## config.mk

```make
export PLATFORM = sky130hd
export DESIGN_NAME = fhal_mem
export DESIGN_NICKNAME = d
export VERILOG_FILES = /design/src/sv/fhal_pkg.sv /design/src/sv/fhal_mem.sv
export SDC_FILE = /design/constraint.sdc
export NUM_CORES = 1
export LEC_CHECK = 0
export ABC_AREA = 1
export BUFFER_PORTS_ARGS = -buffer_cell sky130_fd_sc_hd__buf_2
export CORE_MARGIN = 2
export CORE_UTILIZATION = 55
export CTS_BUF_LIST = sky130_fd_sc_hd__clkbuf_8
export CTS_CLUSTER_DIAMETER = 30
export DETAILED_ROUTE_END_ITERATION = 6
export PLACE_DENSITY = 0.75
export SLEW_MARGIN = 40
export SYNTH_ARGS = -nofsm -noshare
export SYNTH_HDL_FRONTEND = slang
export SYNTH_SLANG_ARGS = --single-unit
export TNS_END_PERCENT = 5
```

## constraint.sdc

```tcl
create_clock -name clock -period 1.1 [get_ports clock]
set_input_delay 0.22 -clock clock [delete_from_list [all_inputs] [get_ports clock]]
set_output_delay 0.22 -clock clock [all_outputs]
set_load 0.005 [all_outputs]
```

## src/sv/fhal_pkg.sv

```systemverilog
package fhal_pkg;

   localparam int HEAP_BYTES_DEF   = 64 * 1024;
   localparam int HEADER_BYTES_DEF = 12;

   // working width for offsets, lengths and rounded sizes
   localparam int CALC_W = 18;

   localparam logic [1:0] CMD_ALLOC   = 2'd0;
   localparam logic [1:0] CMD_RELEASE = 2'd1;
   localparam logic [1:0] CMD_REINIT  = 2'd2;

   localparam logic [CALC_W-1:0] ROUND_ADD  = CALC_W'(7);
   localparam logic [CALC_W-1:0] ROUND_MASK = ~CALC_W'(7);
   localparam logic [CALC_W-1:0] MIN_SPLIT  = CALC_W'(8);

   typedef struct packed {
      logic        idle;
      logic        done;
      logic        granted;
      logic [15:0] payload_address;
   } status_type;

endpackage

```

## src/sv/fhal_mem.sv

```systemverilog
module fhal_mem import fhal_pkg::*; #(
   parameter int DEPTH  = 16,
   parameter int WIDTH  = 8,
   parameter int ADDR_W = 4
) (
   input  logic              clock,
   input  logic              we,
   input  logic [ADDR_W-1:0] waddr,
   input  logic [WIDTH-1:0]  wdata,
   input  logic [ADDR_W-1:0] raddr,
   output logic [WIDTH-1:0]  rdata
);

   logic [WIDTH-1:0] mem [DEPTH];
   logic [WIDTH-1:0] rdata_ff;

   always_ff @(posedge clock) begin
      if (we) begin
         mem[waddr] <= wdata;
      end
      rdata_ff <= mem[raddr];
   end

   assign rdata = rdata_ff;

endmodule

```

==> metrics.md <==
| Metric | Value |
|---|---|
| Status | `complete, no violations` |
| GRT Total Usage | `24.32%` |
| Slowest-stage cell, CP | `dfxtp_2` |
| Routed vias/inst | `5.200` |
| Routed Antenna Nets | `0` |
| GRT overflow | `0` |
| Fmax | `925.2 MHz` |
| Worst Reg-to-Reg Cells | `6` |
| Number of H-tree levels | `4` |
| Worst Slack Setup Final | `0.01918 ns` |
| Place WS | `-0.2171 ns` |
| Worst path depth | `1` |
| R2r setup slk | `0.05 ns` |
| Initial Util | `56.37%` |
| Crit path max fanout | `1` |
| Non-filler cells, final | `750` |
| Initial antenna violation count | `0` |
| Yosys top cell by area | `edfxtp_1` |
| Syn nets | `569` |
| Leak | `2.903 nW` |
| Clock root buffer | `clkbuf_8` |
| Unique masters post-synth | `12` |
| Setup TNS | `0 ns` |
| Crit path time final | `1.081 ns` |
| Final Wtd Congestion | `0.9931` |
| Worst Setup Start Kind | `flip-flop` |
| Routed WL | `12.72 mm` |
| DP Wirelength | `8.099 mm` |
| Setup Skew | `0.01391 ns` |
| Fin crit share | `98.26%` |
| CP startpoint | `rdata[3]$_DFF_P_` |
| Die ar. | `0.01132 mm^2` |
| Final-report max-slew violation count | `0` |
| Pwr Density | `1612 mW/mm^2` |
| Num Clock Sinks | `136` |
| Core box area | `0.01023 mm^2` |
| Final setup vio count | `0` |
| Worst reg2reg endpoint | `rdata[7]$_DFF_P_` |
| Die Span Y | `106.4 um` |
| Iter 0 DRT Violations | `303` |
| I/O Pins | `26` |
| Worst skew pair latency | `0.42 ns` |
| Worst Min Path Start | `wdata[5]` |
| Power Total | `10.69 mW` |
| Crit end category | `primary output` |
| Vias | `3900` |
| ANT cells | `0` |
| Sequential area share after synthesis | `69.43%` |
| Fill count | `791` |
| CP top delay family | `flip-flops` |
| Mean post-synth cell area | `10.47 um^2` |
| Deepest clock path buffer count | `2` |
| Die Wd | `106.4 um` |
| Top cells by area, synth | `edfxtp_1, nand2_1, nand3_1` |
| Cell Chain, Critical Path | `buf_6` |
| Drt pass-1 iters | `4` |
| Max Cap Viol | `0` |
| Area of the multi-input gates | `0.001219 mm^2` |
| Critical Path Sink | `rdata[3]` |
| Worst ir drop on vdd | `1.076 mV` |
| DR WL/cell | `16.97 um` |
| First-pass GRT wire length | `20.06 mm` |
| Worst slew pin tran | `0.3867 ns` |
| Area Overhead vs Synth | `14.93%` |
| Final core utilization | `64.78%` |
| Pin count of the biggest net entering global routing | `38` |
| Warnings from Yosys | `0` |
| Crit-path max cell delay | `0.33 ns` |
| Port bufs | `25` |
| Reg area | `0.004011 mm^2` |
| Yosys top cell area share | `66.65%` |
| Residual DRC | `0` |
| Required time of the critical path | `0.88 ns` |
| Clock transition at path regs | `0.08 ns` |
| RSZ-0062 raised after global routing | `true` |
| Post-synthesis cell area | `0.005767 mm^2` |
| Seq cells post-synth | `136` |
| Rows | `37` |
| Cells after Synth | `551` |
| Fin nets | `619` |
| Crit path kind | `flip-flop to primary output` |
| CP arrival | `0.86 ns` |
| Final hold violations | `0` |
| Vias in the first global route | `3824` |
| Share of cells above drive strength 1 | `15.15%` |
| Min-delay worst type | `input pin to flip-flop` |
| Worst flop-to-flop path startpoint | `mem[1][7]$_DFFE_PP_` |
| CTS Buf Count | `17` |
| Slew headroom | `74.22%` |
| DP Cell Count | `718` |
| CTS tree | `yes` |
| WP buf/inv | `1` |
## worst min path at each step
stage,to,depth (start not counted)
after floorplan,mem[0][0]$_DFFE_PP_,0
after global placement,rdata[7],1
after detailed placement,rdata[6],1
after CTS,mem[7][3]$_DFFE_PP_,1
after global routing,mem[7][3]$_DFFE_PP_,1
final,mem[7][5]$_DFFE_PP_,1
## area by class of cell
type | instances | area share (%)
Tap cell | 136 | 2.567
Clock inverter | 15 | 2.511
Sequential cell | 136 | 60.52
Clock buffer | 17 | 3.530
Multi-Input combinational cell | 289 | 18.39
Timing Repair Buffer | 55 | 6.702
Inverter | 102 | 5.777
## layer usage
| layer | part of all wire, % | up-vias | global-route usage, % | wire (um) |
|---|---|---|---|---|
| met1 | 41 | 1873 | 31.46 | 5204 |
| met5 | 0 | - | 0 | 0 |
| li1 | - | 1871 | - | - |
| met4 | 1.5 | 0 | 8.741 | 191 |
| met3 | 5.9 | 14 | 4.905 | 752 |
| met2 | 52 | 142 | 40.93 | 6576 |
## registers in the layout (all words and copies together), names as in the netlist
name / cells
rdata: 8
mem: 128
## power breakdown
group	switching (mW)	total (mW)	internal (mW)	leakage, nW
Combinational	0.498	0.763	0.265	1.48
Clock	1.88	4.09	2.21	0.197
Sequential	0.0402	5.83	5.79	1.22
## Yosys cell counts, drive strengths merged
| library cell | number |
|---|---|
| buf | 24 |
| dfxtp | 8 |
| edfxtp | 128 |
| inv | 102 |
| nand2 | 173 |
| nand3 | 97 |
| nand3b | 2 |
| nor2 | 17 |
## timing repair
| action | 4_1_cts | 5_1_grt |
|---|---|---|
| endpoints found under the setup margin | 5 | 6 |
| setup buffers | 0 | 0 |
| pin swaps | 0 | 0 |
| hold buffers | 0 | 0 |
| gates resized for setup | 7 | 3 |
## logic make-up after synthesis
logic type | share of synthesized area (%)
buffers and inverters | 9.525
AND/OR/NAND/NOR | 21.05
flip-flops | 69.43
## per-stage QoR
step                hold WS (ns)  area (um^2)
detailed placement        0.5958         6196
global route              0.1972         6628
finish                    0.2140         6628
CTS                       0.1972         6615
floorplan                 0.3189         5767
global placement          0.5978         6196
## cell usage in the layout, fill, tap and decap left out, drive strengths merged
master,Yosys,final
clkinv,0,4
edfxtp,128,128
nor2,17,17
nand3b,2,2
nand2,173,173
buf,24,55
clkinvlp,0,5
dfxtp,8,8
clkbuf,0,17
bufinv,0,3
inv,102,105
nand3,97,97
(Power assumes the default switching activity.)
