### src/sv/fhal_pkg.sv
package fhal_pkg;

   localparam int HEAP_BYTES_DEF   = 64 * 1024;
   localparam int HEADER_BYTES_DEF = 12;

   // working width for offsets, lengths and rounded sizes
   localparam int CALC_W = 18;

   localparam logic [1:0] CMD_ALLOC   = 2'd0;
   localparam logic [1:0] CMD_RELEASE = 2'd1;
   localparam logic [1:0] CMD_REINIT  = 2'd2;

   localparam logic [CALC_W-1:0] ROUND_ADD  = CALC_W'(7);
   localparam logic [CALC_W-1:0] ROUND_MASK = ~CALC_W'(7);
   localparam logic [CALC_W-1:0] MIN_SPLIT  = CALC_W'(8);

   typedef struct packed {
      logic        idle;
      logic        done;
      logic        granted;
      logic [15:0] payload_address;
   } status_type;

endpackage

### src/sv/fhal_ctrl.sv
module fhal_ctrl import fhal_pkg::*; #(
   parameter int HEAP_BYTES   = HEAP_BYTES_DEF,
   parameter int HEADER_BYTES = HEADER_BYTES_DEF,
   parameter int SLOTS        = HEAP_BYTES / HEADER_BYTES + 1,
   parameter int ADDR_W       = $clog2(SLOTS),
   parameter int LEN_W        = $clog2(HEAP_BYTES + 1)
) (
   input  logic              clock,
   input  logic              reset,
   input  logic              start,
   input  logic [1:0]        cmd,
   input  logic [15:0]       request_bytes,
   input  logic [15:0]       block_address,
   output status_type        status,
   output logic              mem_we,
   output logic [ADDR_W-1:0] mem_waddr,
   output logic [LEN_W:0]    mem_wdata,
   output logic [ADDR_W-1:0] mem_raddr,
   input  logic [LEN_W:0]    mem_rdata
);

   localparam int CNT_W = $clog2(SLOTS + 1);
   localparam logic [CALC_W-1:0] HDR_C  = CALC_W'(HEADER_BYTES);
   localparam logic [LEN_W-1:0]  INIT_L = LEN_W'(HEAP_BYTES - HEADER_BYTES);

   typedef enum logic [13:0] {
      S_INIT   = 14'b00000000000001,
      S_IDLE   = 14'b00000000000010,
      S_AREAD  = 14'b00000000000100,
      S_ACHK   = 14'b00000000001000,
      S_SHRD   = 14'b00000000010000,
      S_SHWR   = 14'b00000000100000,
      S_SPLIT  = 14'b00000001000000,
      S_SPLIT2 = 14'b00000010000000,
      S_RREAD  = 14'b00000100000000,
      S_RCHK   = 14'b00001000000000,
      S_MRD    = 14'b00010000000000,
      S_MCHK   = 14'b00100000000000,
      S_MFIN   = 14'b01000000000000,
      S_DONE   = 14'b10000000000000
   } state_type;

   state_type         state_ff, state_in;
   logic [CNT_W-1:0]  k_ff, k_in, live_ff, live_in, j_ff, j_in, w_ff, w_in;
   logic [CALC_W-1:0] off_ff, off_in, want_ff, want_in, rem_ff, rem_in;
   logic [CALC_W-1:0] cur_len_ff, cur_len_in;
   logic              cur_free_ff, cur_free_in, have_ff, have_in;
   logic [15:0]       addr_ff, addr_in, pa_ff, pa_in;
   logic              gr_ff, gr_in, report_ff, report_in;

   logic              rd_free;
   logic [CALC_W-1:0] rd_len, next_off, pay_off;

   assign rd_free  = mem_rdata[LEN_W];
   assign rd_len   = CALC_W'(mem_rdata[LEN_W-1:0]);
   assign next_off = off_ff + HDR_C + rd_len;
   assign pay_off  = off_ff + HDR_C;

   always_comb begin
      state_in    = state_ff;
      k_in        = k_ff;
      live_in     = live_ff;
      j_in        = j_ff;
      w_in        = w_ff;
      off_in      = off_ff;
      want_in     = want_ff;
      rem_in      = rem_ff;
      cur_len_in  = cur_len_ff;
      cur_free_in = cur_free_ff;
      have_in     = have_ff;
      addr_in     = addr_ff;
      pa_in       = pa_ff;
      gr_in       = gr_ff;
      report_in   = report_ff;
      mem_we      = 1'b0;
      mem_waddr   = k_ff[ADDR_W-1:0];
      mem_wdata   = {1'b0, rd_len[LEN_W-1:0]};
      mem_raddr   = k_ff[ADDR_W-1:0];
      case (state_ff)
         S_INIT: begin
            mem_we    = 1'b1;
            mem_waddr = '0;
            mem_wdata = {1'b1, INIT_L};
            live_in   = CNT_W'(1);
            state_in  = report_ff ? S_DONE : S_IDLE;
         end
         S_IDLE: begin
            if (start) begin
               k_in      = '0;
               off_in    = '0;
               want_in   = (CALC_W'(request_bytes) + ROUND_ADD) & ROUND_MASK;
               addr_in   = block_address;
               gr_in     = 1'b0;
               pa_in     = '0;
               report_in = 1'b0;
               case (cmd)
                  CMD_ALLOC: state_in = S_AREAD;
                  CMD_RELEASE: begin
                     if (block_address == 16'd0) begin
                        gr_in    = 1'b1;
                        state_in = S_DONE;
                     end else begin
                        state_in = S_RREAD;
                     end
                  end
                  CMD_REINIT: begin
                     gr_in     = 1'b1;
                     report_in = 1'b1;
                     state_in  = S_INIT;
                  end
                  default: state_in = S_DONE;
               endcase
            end
         end
         S_AREAD: begin
            state_in = (k_ff == live_ff) ? S_DONE : S_ACHK;
         end
         S_ACHK: begin
            if (rd_free && rd_len >= want_ff) begin
               gr_in = 1'b1;
               pa_in = pay_off[15:0];
               if (rd_len >= want_ff + HDR_C + MIN_SPLIT) begin
                  rem_in   = rd_len - want_ff - HDR_C;
                  j_in     = live_ff - CNT_W'(1);
                  state_in = S_SHRD;
               end else begin
                  mem_we    = 1'b1;
                  mem_wdata = {1'b0, rd_len[LEN_W-1:0]};
                  state_in  = S_DONE;
               end
            end else begin
               off_in   = next_off;
               k_in     = k_ff + CNT_W'(1);
               state_in = S_AREAD;
            end
         end
         // move entries k+1..live-1 up one slot, top down
         S_SHRD: begin
            mem_raddr = j_ff[ADDR_W-1:0];
            state_in  = (j_ff == k_ff) ? S_SPLIT : S_SHWR;
         end
         S_SHWR: begin
            mem_we    = 1'b1;
            mem_waddr = ADDR_W'(j_ff + CNT_W'(1));
            mem_wdata = mem_rdata;
            j_in      = j_ff - CNT_W'(1);
            state_in  = S_SHRD;
         end
         S_SPLIT: begin
            mem_we    = 1'b1;
            mem_waddr = ADDR_W'(k_ff + CNT_W'(1));
            mem_wdata = {1'b1, rem_ff[LEN_W-1:0]};
            state_in  = S_SPLIT2;
         end
         S_SPLIT2: begin
            mem_we    = 1'b1;
            mem_wdata = {1'b0, want_ff[LEN_W-1:0]};
            live_in   = live_ff + CNT_W'(1);
            state_in  = S_DONE;
         end
         S_RREAD: begin
            state_in = (k_ff == live_ff) ? S_DONE : S_RCHK;
         end
         S_RCHK: begin
            if (pay_off == CALC_W'(addr_ff)) begin
               mem_we    = 1'b1;
               mem_wdata = {1'b1, rd_len[LEN_W-1:0]};
               k_in      = '0;
               w_in      = '0;
               have_in   = 1'b0;
               state_in  = S_MRD;
            end else begin
               off_in   = next_off;
               k_in     = k_ff + CNT_W'(1);
               state_in = S_RREAD;
            end
         end
         // merge pass: k reads, w counts written entries, cur is the open entry
         S_MRD: begin
            state_in = (k_ff == live_ff) ? S_MFIN : S_MCHK;
         end
         S_MCHK: begin
            if (have_ff && cur_free_ff && rd_free) begin
               cur_len_in = cur_len_ff + HDR_C + rd_len;
            end else begin
               if (have_ff) begin
                  mem_we    = 1'b1;
                  mem_waddr = w_ff[ADDR_W-1:0];
                  mem_wdata = {cur_free_ff, cur_len_ff[LEN_W-1:0]};
                  w_in      = w_ff + CNT_W'(1);
               end
               cur_len_in  = rd_len;
               cur_free_in = rd_free;
               have_in     = 1'b1;
            end
            k_in     = k_ff + CNT_W'(1);
            state_in = S_MRD;
         end
         S_MFIN: begin
            mem_we    = 1'b1;
            mem_waddr = w_ff[ADDR_W-1:0];
            mem_wdata = {cur_free_ff, cur_len_ff[LEN_W-1:0]};
            live_in   = w_ff + CNT_W'(1);
            gr_in     = 1'b1;
            state_in  = S_DONE;
         end
         S_DONE: begin
            state_in = S_IDLE;
         end
         default: state_in = S_IDLE;
      endcase
   end

   always_ff @(posedge clock) begin
      if (reset) begin
         state_ff  <= S_INIT;
         report_ff <= 1'b0;
         have_ff   <= 1'b0;
      end else begin
         state_ff  <= state_in;
         report_ff <= report_in;
         have_ff   <= have_in;
      end
      k_ff        <= k_in;
      live_ff     <= live_in;
      j_ff        <= j_in;
      w_ff        <= w_in;
      off_ff      <= off_in;
      want_ff     <= want_in;
      rem_ff      <= rem_in;
      cur_len_ff  <= cur_len_in;
      cur_free_ff <= cur_free_in;
      addr_ff     <= addr_in;
      pa_ff       <= pa_in;
      gr_ff       <= gr_in;
   end

   assign status.idle            = (state_ff == S_IDLE);
   assign status.done            = (state_ff == S_DONE);
   assign status.granted         = gr_ff;
   assign status.payload_address = pa_ff;

endmodule

### config.mk
export PLATFORM = sky130hd
export DESIGN_NAME = fhal_ctrl
export DESIGN_NICKNAME = d
export VERILOG_FILES = /design/src/sv/fhal_pkg.sv /design/src/sv/fhal_ctrl.sv
export SDC_FILE = /design/constraint.sdc
export NUM_CORES = 1
export LEC_CHECK = 0
export BUFFER_PORTS_ARGS = -buffer_cell sky130_fd_sc_hd__buf_2
export CORE_MARGIN = 3
export CORE_UTILIZATION = 50
export DETAILED_ROUTE_END_ITERATION = 7
export GPL_TIMING_DRIVEN = 0
export PLACE_DENSITY = 0.69
export SETUP_SLACK_MARGIN = 0.15
export SLEW_MARGIN = 20
export SYNTH_ARGS = -nofsm -noshare
export SYNTH_HDL_FRONTEND = slang
export SYNTH_SLANG_ARGS = --single-unit
### constraint.sdc
create_clock -name clock -period 6.7 [get_ports clock]
set_clock_uncertainty 0.2 [all_clocks]
set_input_delay 0.335 -clock clock [delete_from_list [all_inputs] [get_ports clock]]
set_output_delay 0.335 -clock clock [all_outputs]
set_load 0.05 [all_outputs]
==> impl_metrics.csv, run 1 <==
group,metric,value,unit
placed_design,post_dp_cell_area,14100,µm²
global_routing,antenna_found_initial,0,
synth,avgSynthCellArea,9.68,µm²
worst_setup_path,crit_path_max_incr_delay,600,ps
global_routing,grt_max_degree,33,
placed_design,gp_congestion,0.923,
timing,timing.final.crit_share,0.691,
worst_setup_path,required,6160,ps
synth,async_flop_share,0,
finish,final_layout_size_suffix_gt1_frac,0.149,
die,rows,58,
synth,synthDistinctLibCells,86,
detailed_routing,drcViolationCount,0,
timing,slew_violations,0,
detailed_routing,routedWlPerCell,19.3,µm
detailed_routing,vias_per_cell,5.92,
global_routing,grt_pass1_wl,56.6,mm
clock_tree,h-tree-depth,4,
clock_tree,cts_tree,"yes",
min_path,min_path_type,"primary input to flip-flop",
detailed_routing,drt_iter0_drc,1039,
worst_setup_path,crit_buf_inv,1,
synth,ys_seq_area_frac,0.374,
synth,synth_ff_type,"edfxtp_1",
detailed_routing,drtAntennaViolNets,0,
finish,area_growth,14.1,%
detailed_routing,dr.pass1.iters,5,
timing,fin_setup_tns,0,ps
synth,yosysWarnings,0,
finish,final_net_count,1684,
worst_setup_path,worstSetupEndpointType,"output pin",
timing,setup_ws,2070,ps
clock_tree,cts_resized,0,
power,finalPower,0.00275,W
timing,final-hold-violation-count,0,
finish,nFillCells,2235,
clock_tree,clk_path_buf_depth,2,
finish,multi_input_area,7540,µm²
clock_tree,root_buffer,"clkbuf_16",
power,power_density,184,nW/µm²
synth,synth_edf_count,152,
synth,syn_area,13100,µm²
clock_tree,path_clk_slew,80,ps
detailed_routing,drt_wl_total,35.8,mm
run_status,status,"finished, final reports clean",
worst_setup_path,cp_top_family,"simple AND/OR/NAND/NOR gates",
worst_setup_path,crit_top_cell,"a21oi_1",
finish,layout_common_cells,"edfxtp_1, buf_2, ha_1",
job,drv_cap,0,
power,leakage,6.06,nW
timing,setup_viol,0,
global_routing,grt_overflow,0,
global_routing,grt_pass1_vias,10600,
synth,synth_top_area_cell,"edfxtp_1",
worst_setup_path,worstPathCellList,"ha_1, or4b_2, a21oi_1, o21ai_0, a21oi_1, o211ai_1, nor2_1, nand3b_1, nand4_1, buf_2",
clock_tree,cts_made_buffers,17,
timing,worst_pin_slew,1040,ps
die,start_util,0.513,
die,fp.coreArea,25500,µm²
timing,rsz0062_at_grt,"false",
finish,num_antenna_cells,0,
finish,ff_latch_area,4880,µm²
power,irDropWorstVdd,163,µV
timing,clock.fmax,216,MHz
timing,fin_crit,4630,ps
worst_setup_path,arrival,4100,ps
placed_design,place_ws,2130,ps
global_routing,grtUsageTotal,0.253,
placed_design,dpl.hpwl,27.6,mm
die,ios,119,
clock_tree,cts_sinks,168,
synth,netlist_instances,1351,
synth,ys_seq_elements,168,
worst_setup_path,slowest_stage,"or4b_2",
worst_setup_path,critPathKind,"flip-flop to output pin",
clock_tree,insertion_delay,440,ps
timing,relSlewSlack,0.304,
synth,netlist.area_leader.share,0.349,
finish,finalCoreUtilization,0.585,
detailed_routing,via_count,11000,
synth,synth_fp_nets,1522,
die,die_x,168,µm
die,die_y,168,µm
synth,synthTopCellsByArea,"edfxtp_1, ha_1, xnor2_1",
worst_setup_path,crit_path_max_fanout,6,
die,dieArea,28100,µm²
worst_setup_path,crit_path_start_kind,"flip-flop",
finish,final_common_cell,"edfxtp_1",
finish,final_area,14900,µm²
placed_design,io_buffers,118,
==> worst register-to-register path, stage by stage (launching register included) <==
cell,delay [ps]
edfxtp_1,440
ha_1,410
or4b_2,600
a21oi_1,180
o21ai_0,130
a21oi_1,220
o211ai_1,310
nor2_1,550
o21ai_0,330
inv_1,640
==> layout make-up <==
type                            instances  share of cell area
Tap cell                              330              0.0277
Clock buffer                           17              0.0285
Sequential cell                       168               0.328
Timing Repair Buffer                  143              0.0563
Multi-Input combinational cell       1023               0.505
Clock inverter                         15             0.00998
Inverter                               91              0.0230
Buffer                                 69              0.0216
==> cell families after synthesis <==
family / after synthesis / synth area share
buffers and inverters: 160 / 0.0508
AND/OR/NAND/NOR: 472 / 0.192
multiplexers: 28 / 0.0231
XOR/XNOR: 178 / 0.125
AO/OA/AOI/OAI: 229 / 0.124
flip-flops: 168 / 0.374
adder cells (fa/ha/maj): 116 / 0.112
==> path summary, 6_finish.rpt <==
check,startpoint,to,slack (ps),cells after the start
setup / recovery,want_ff[3],mem_we,2070,10
hold / removal,request_bytes[9],want_ff[9],10,2
setup reg to reg,want_ff[3],rem_ff[0],2290,9
hold reg to reg,have_ff,have_ff,360,2
==> layer usage <==
| layer | GRT usage | vias up | wire length [µm] |
|---|---|---|---|
| met3 | 0.0470 | 57 | 3070 |
| li1 | - | 5253 | - |
| met4 | 0.0861 | 0 | 952 |
| met2 | 0.381 | 446 | 15600 |
| met5 | 0 | - | 0 |
| met1 | 0.367 | 5234 | 16200 |
==> registers in the layout (all words and copies together) (netlist names), 14 cells and up <==
name and flops:
addr_ff 16, rem_ff 17, state_ff 14, want_ff 14, off_ff 18, pa_ff 16
cur_len_ff 17
==> Yosys cell counts (4+ instances only) <==
cell type,count
buf_2,8
xnor2_1,93
a211oi_1,7
ha_1,114
and4_1,5
dfxtp_1,16
nor3b_1,9
o21a_1,8
and3_1,26
edfxtp_1,152
a222oi_1,4
nand4_1,23
nand3_1,50
a21o_1,7
a31oi_1,9
xor2_1,80
inv_1,90
o22ai_1,18
nor2_1,113
or2_2,6
clkbuf_1,44
or3_1,4
nand4b_1,7
o21bai_1,6
nor2b_1,23
buf_1,7
and4b_1,4
o21ai_0,51
xnor3_1,4
o211ai_1,6
nor4_1,22
mux2i_1,11
buf_4,5
nand3b_1,5
nor3_1,35
nand2_1,92
a21oi_1,42
nor2_2,10
nand2b_1,13
and2_1,8
mux2_2,17
a221o_1,32
==> power breakdown <==
group | internal [W] | switching [W] | leakage [nW] | total [W]
Combinational | 0.000213 | 0.000357 | 4.27 | 0.000570
Sequential | 0.00117 | 0.0000187 | 1.51 | 0.00119
Clock | 0.000498 | 0.000494 | 0.283 | 0.000991
Total | 0.00188 | 0.000869 | 6.06 | 0.00275
==> what timing repair did <==
action                    in CTS  in global routing
setup buffers                  0                  0
hold endpoints to repair      23                  0
hold buffers                  23                  0
==> metrics by stage <==
stage | std cells | hold WS, ps
after floorplan | 1351 | 234
after global placement | 1799 | 327
after detailed placement | 1801 | 329
after CTS | 1856 | 2.42
after global routing | 1856 | 15.6
final | 1856 | 11.1
Note: power is estimated with default switching activity, not from simulation.
==> run 2: changes to the inputs <==
Settings changed: PLACE_DENSITY 0.69 to 0.72.
Clock period 6.7 ns to 3.8 ns, I/O delays scaled along.
==> run 2 against run 1 <==
The flow now finishes with violations (design-rule violations). Wire length rose by 5.3%. Setup slack got worse by 2000 ps. Power rose by 80%. Critical path type unchanged. Highest routed layer unchanged.
==> impl_metrics.csv, run 2 (synthesized netlist as in run 1, its figures left out) <==
group,metric,value,unit
worst_setup_path,worstPathCellList,"inv_2, nor4_4, buf_4, nand3_2, nor2_2, nand2_1, xnor2_1, ha_2, a2111o_1, o211ai_1, a211oi_2, nand3b_1, nand4_1, buf_6",
die,ios,119,
placed_design,place_inst,1801,
global_routing,grt_pass1_wl,58.4,mm
worst_setup_path,crit_start,"want_ff[6]",
finish,largest_register_ffs,18,
timing,holdWs,20.3,ps
placed_design,gp_congestion,0.969,
worst_setup_path,cp_top_family,"simple AND/OR/NAND/NOR gates",
finish,max_flop_register,"off_ff",
clock_tree,cts_sinks,168,
clock_tree,root_buffer,"clkbuf_16",
die,dieArea,28100,µm²
power,leakage,6.47,nW
detailed_routing,dr.pass1.iters,8,
global_routing,grt_pass1_vias,10900,
worst_setup_path,crit_buf_inv,3,
clock_tree,path_clk_slew,70,ps
worst_setup_path,slowest_stage,"edfxtp_1",
worst_setup_path,crit_path_max_incr_delay,410,ps
power,irDropWorstVdd,200,µV
global_routing,grt_overflow,0,
die,fp.coreArea,25500,µm²
timing,fin_crit,3730,ps
detailed_routing,drt_iter0_drc,1215,
die,die_x,168,µm
finish,final_common_cell,"edfxtp_1",
worst_setup_path,crit_path_max_fanout,3,
power,finalPower,0.00494,W
detailed_routing,drcViolationCount,11,
worst_setup_path,r2r_cells,13,
worst_setup_path,r2r_end,"j_ff[12]",
finish,final_cells,1923,
power,power_density,311,nW/µm²
clock_tree,h-tree-depth,4,
worst_setup_path,r2r_start,"want_ff[6]",
timing,relSlewSlack,0.574,
global_routing,grt_max_degree,23,
clock_tree,cts_tree,"yes",
min_path,min_path_type,"primary input to flip-flop",
timing,timing.final.crit_share,0.982,
worst_setup_path,arrival,3340,ps
finish,final_layout_size_suffix_gt1_frac,0.203,
worst_setup_path,cp.depth,14,
timing,slew_violations,0,
finish,reg_top3,"off_ff: 18 flops, cur_len_ff: 17 flops, rem_ff: 17 flops",
clock_tree,clk_path_buf_depth,2,
die,rows,58,
clock_tree,cts_made_buffers,17,
finish,nFillCells,2078,
timing,final-hold-violation-count,0,
placed_design,io_buffers,118,
job,drv_cap,0,
timing,clock.fmax,268,MHz
worst_setup_path,endpoint,"mem_we",
die,die_y,168,µm
finish,layout_common_cells,"edfxtp_1, buf_2, nor2_1",
detailed_routing,via_count,11500,
die,start_util,0.513,
worst_setup_path,worstSetupEndpointType,"output pin",
worst_setup_path,ff2ff_setup_slack,140,ps
finish,num_antenna_cells,0,
clock_tree,insertion_delay,440,ps
timing,setup_viol,0,
global_routing,antenna_found_initial,0,
finish,final_net_count,1751,
global_routing,grtUsageTotal,0.260,
worst_setup_path,required,3410,ps
min_path,hp-start,"mem_rdata[16]",
detailed_routing,drt_wl_total,37.6,mm
timing,rsz0062_at_grt,"true",
worst_setup_path,critPathKind,"flip-flop to output pin",
detailed_routing,drtAntennaViolNets,0,
worst_setup_path,crit_path_start_kind,"flip-flop",
run_status,status,"complete, but fails checks",
detailed_routing,routedWlPerCell,19.6,µm
timing,worst_pin_slew,639,ps
finish,area_growth,21.7,%
placed_design,dpl.hpwl,27.7,mm
detailed_routing,vias_per_cell,5.97,
run_status,violations,"design-rule violations",
[run 2: what timing repair did]
action	CTS	global route
buffers inserted	23	18
pin swaps	8	30
endpoints found under the hold margin	48	0
hold buffers	50	0
setup endpoints to repair	105	105
gates resized for setup	26	70
[run 2: worst min path at each step]
| stage | to | slack (ps) | depth (start not counted) |
|---|---|---|---|
| 3_5_place_dp | addr_ff[3] | 190 | 1 |
| 4_1_cts | cur_len_ff[9] | 1 | 3 |
| 6_report | cur_len_ff[16] | 20 | 2 |
| 3_3_place_gp | addr_ff[3] | 180 | 1 |
| 2_1_floorplan | addr_ff[0] | 90 | 0 |
| 5_1_grt | cur_len_ff[16] | 7 | 2 |
[run 2: final cells by class]
class | instances | area (µm²) | share of cell area
clock inverters | 15 | 153 | 0.00960
repair buffers | 211 | 1470 | 0.0926
plain buffers | 68 | 329 | 0.0207
well taps | 330 | 413 | 0.0260
flip-flops and latches | 168 | 4880 | 0.307
clock buffers | 17 | 425 | 0.0267
multi-input cells | 1023 | 7880 | 0.495
inverters | 91 | 354 | 0.0223
[run 2: where the power goes]
group | leakage [nW] | switching, W | internal (W)
logic | 4.68 | 0.000670 | 0.000438
clock network | 0.280 | 0.000866 | 0.000877
registers | 1.51 | 0.0000326 | 0.00206
total | 6.47 | 0.00157 | 0.00337
[run 2: layer usage]
metal,up-vias,wire length (µm),global-route usage
li1,5393,-,-
met1,5438,16200,0.366
met2,556,17100,0.414
met3,85,3340,0.0449
met4,0,1080,0.0790
met5,-,0,0
[run 2: worst register-to-register path, stage by stage (launching register included)]
cell and delay, ps:
edfxtp_1 410, inv_2 90, nor4_4 290, buf_4 180, nand3_2 110, nor2_2 140
nand2_1 90, xnor2_1 150, ha_2 180, a2111o_1 290, o211ai_1 230, a211oi_2 110
o21ai_0 480, nand2_2 370
[run 2: stage by stage]
step           cell area, µm²  utilization  setup slack (ps)  setup TNS (ps)
2_1_floorplan           13100            -               311               0
3_3_place_gp            14100        0.553              -517          -23920
3_5_place_dp            14100        0.555              -498          -14190
4_1_cts                 15500        0.608              28.4               0
5_1_grt                 15900        0.624              -101           -2420
6_report                15900        0.624              69.4               0
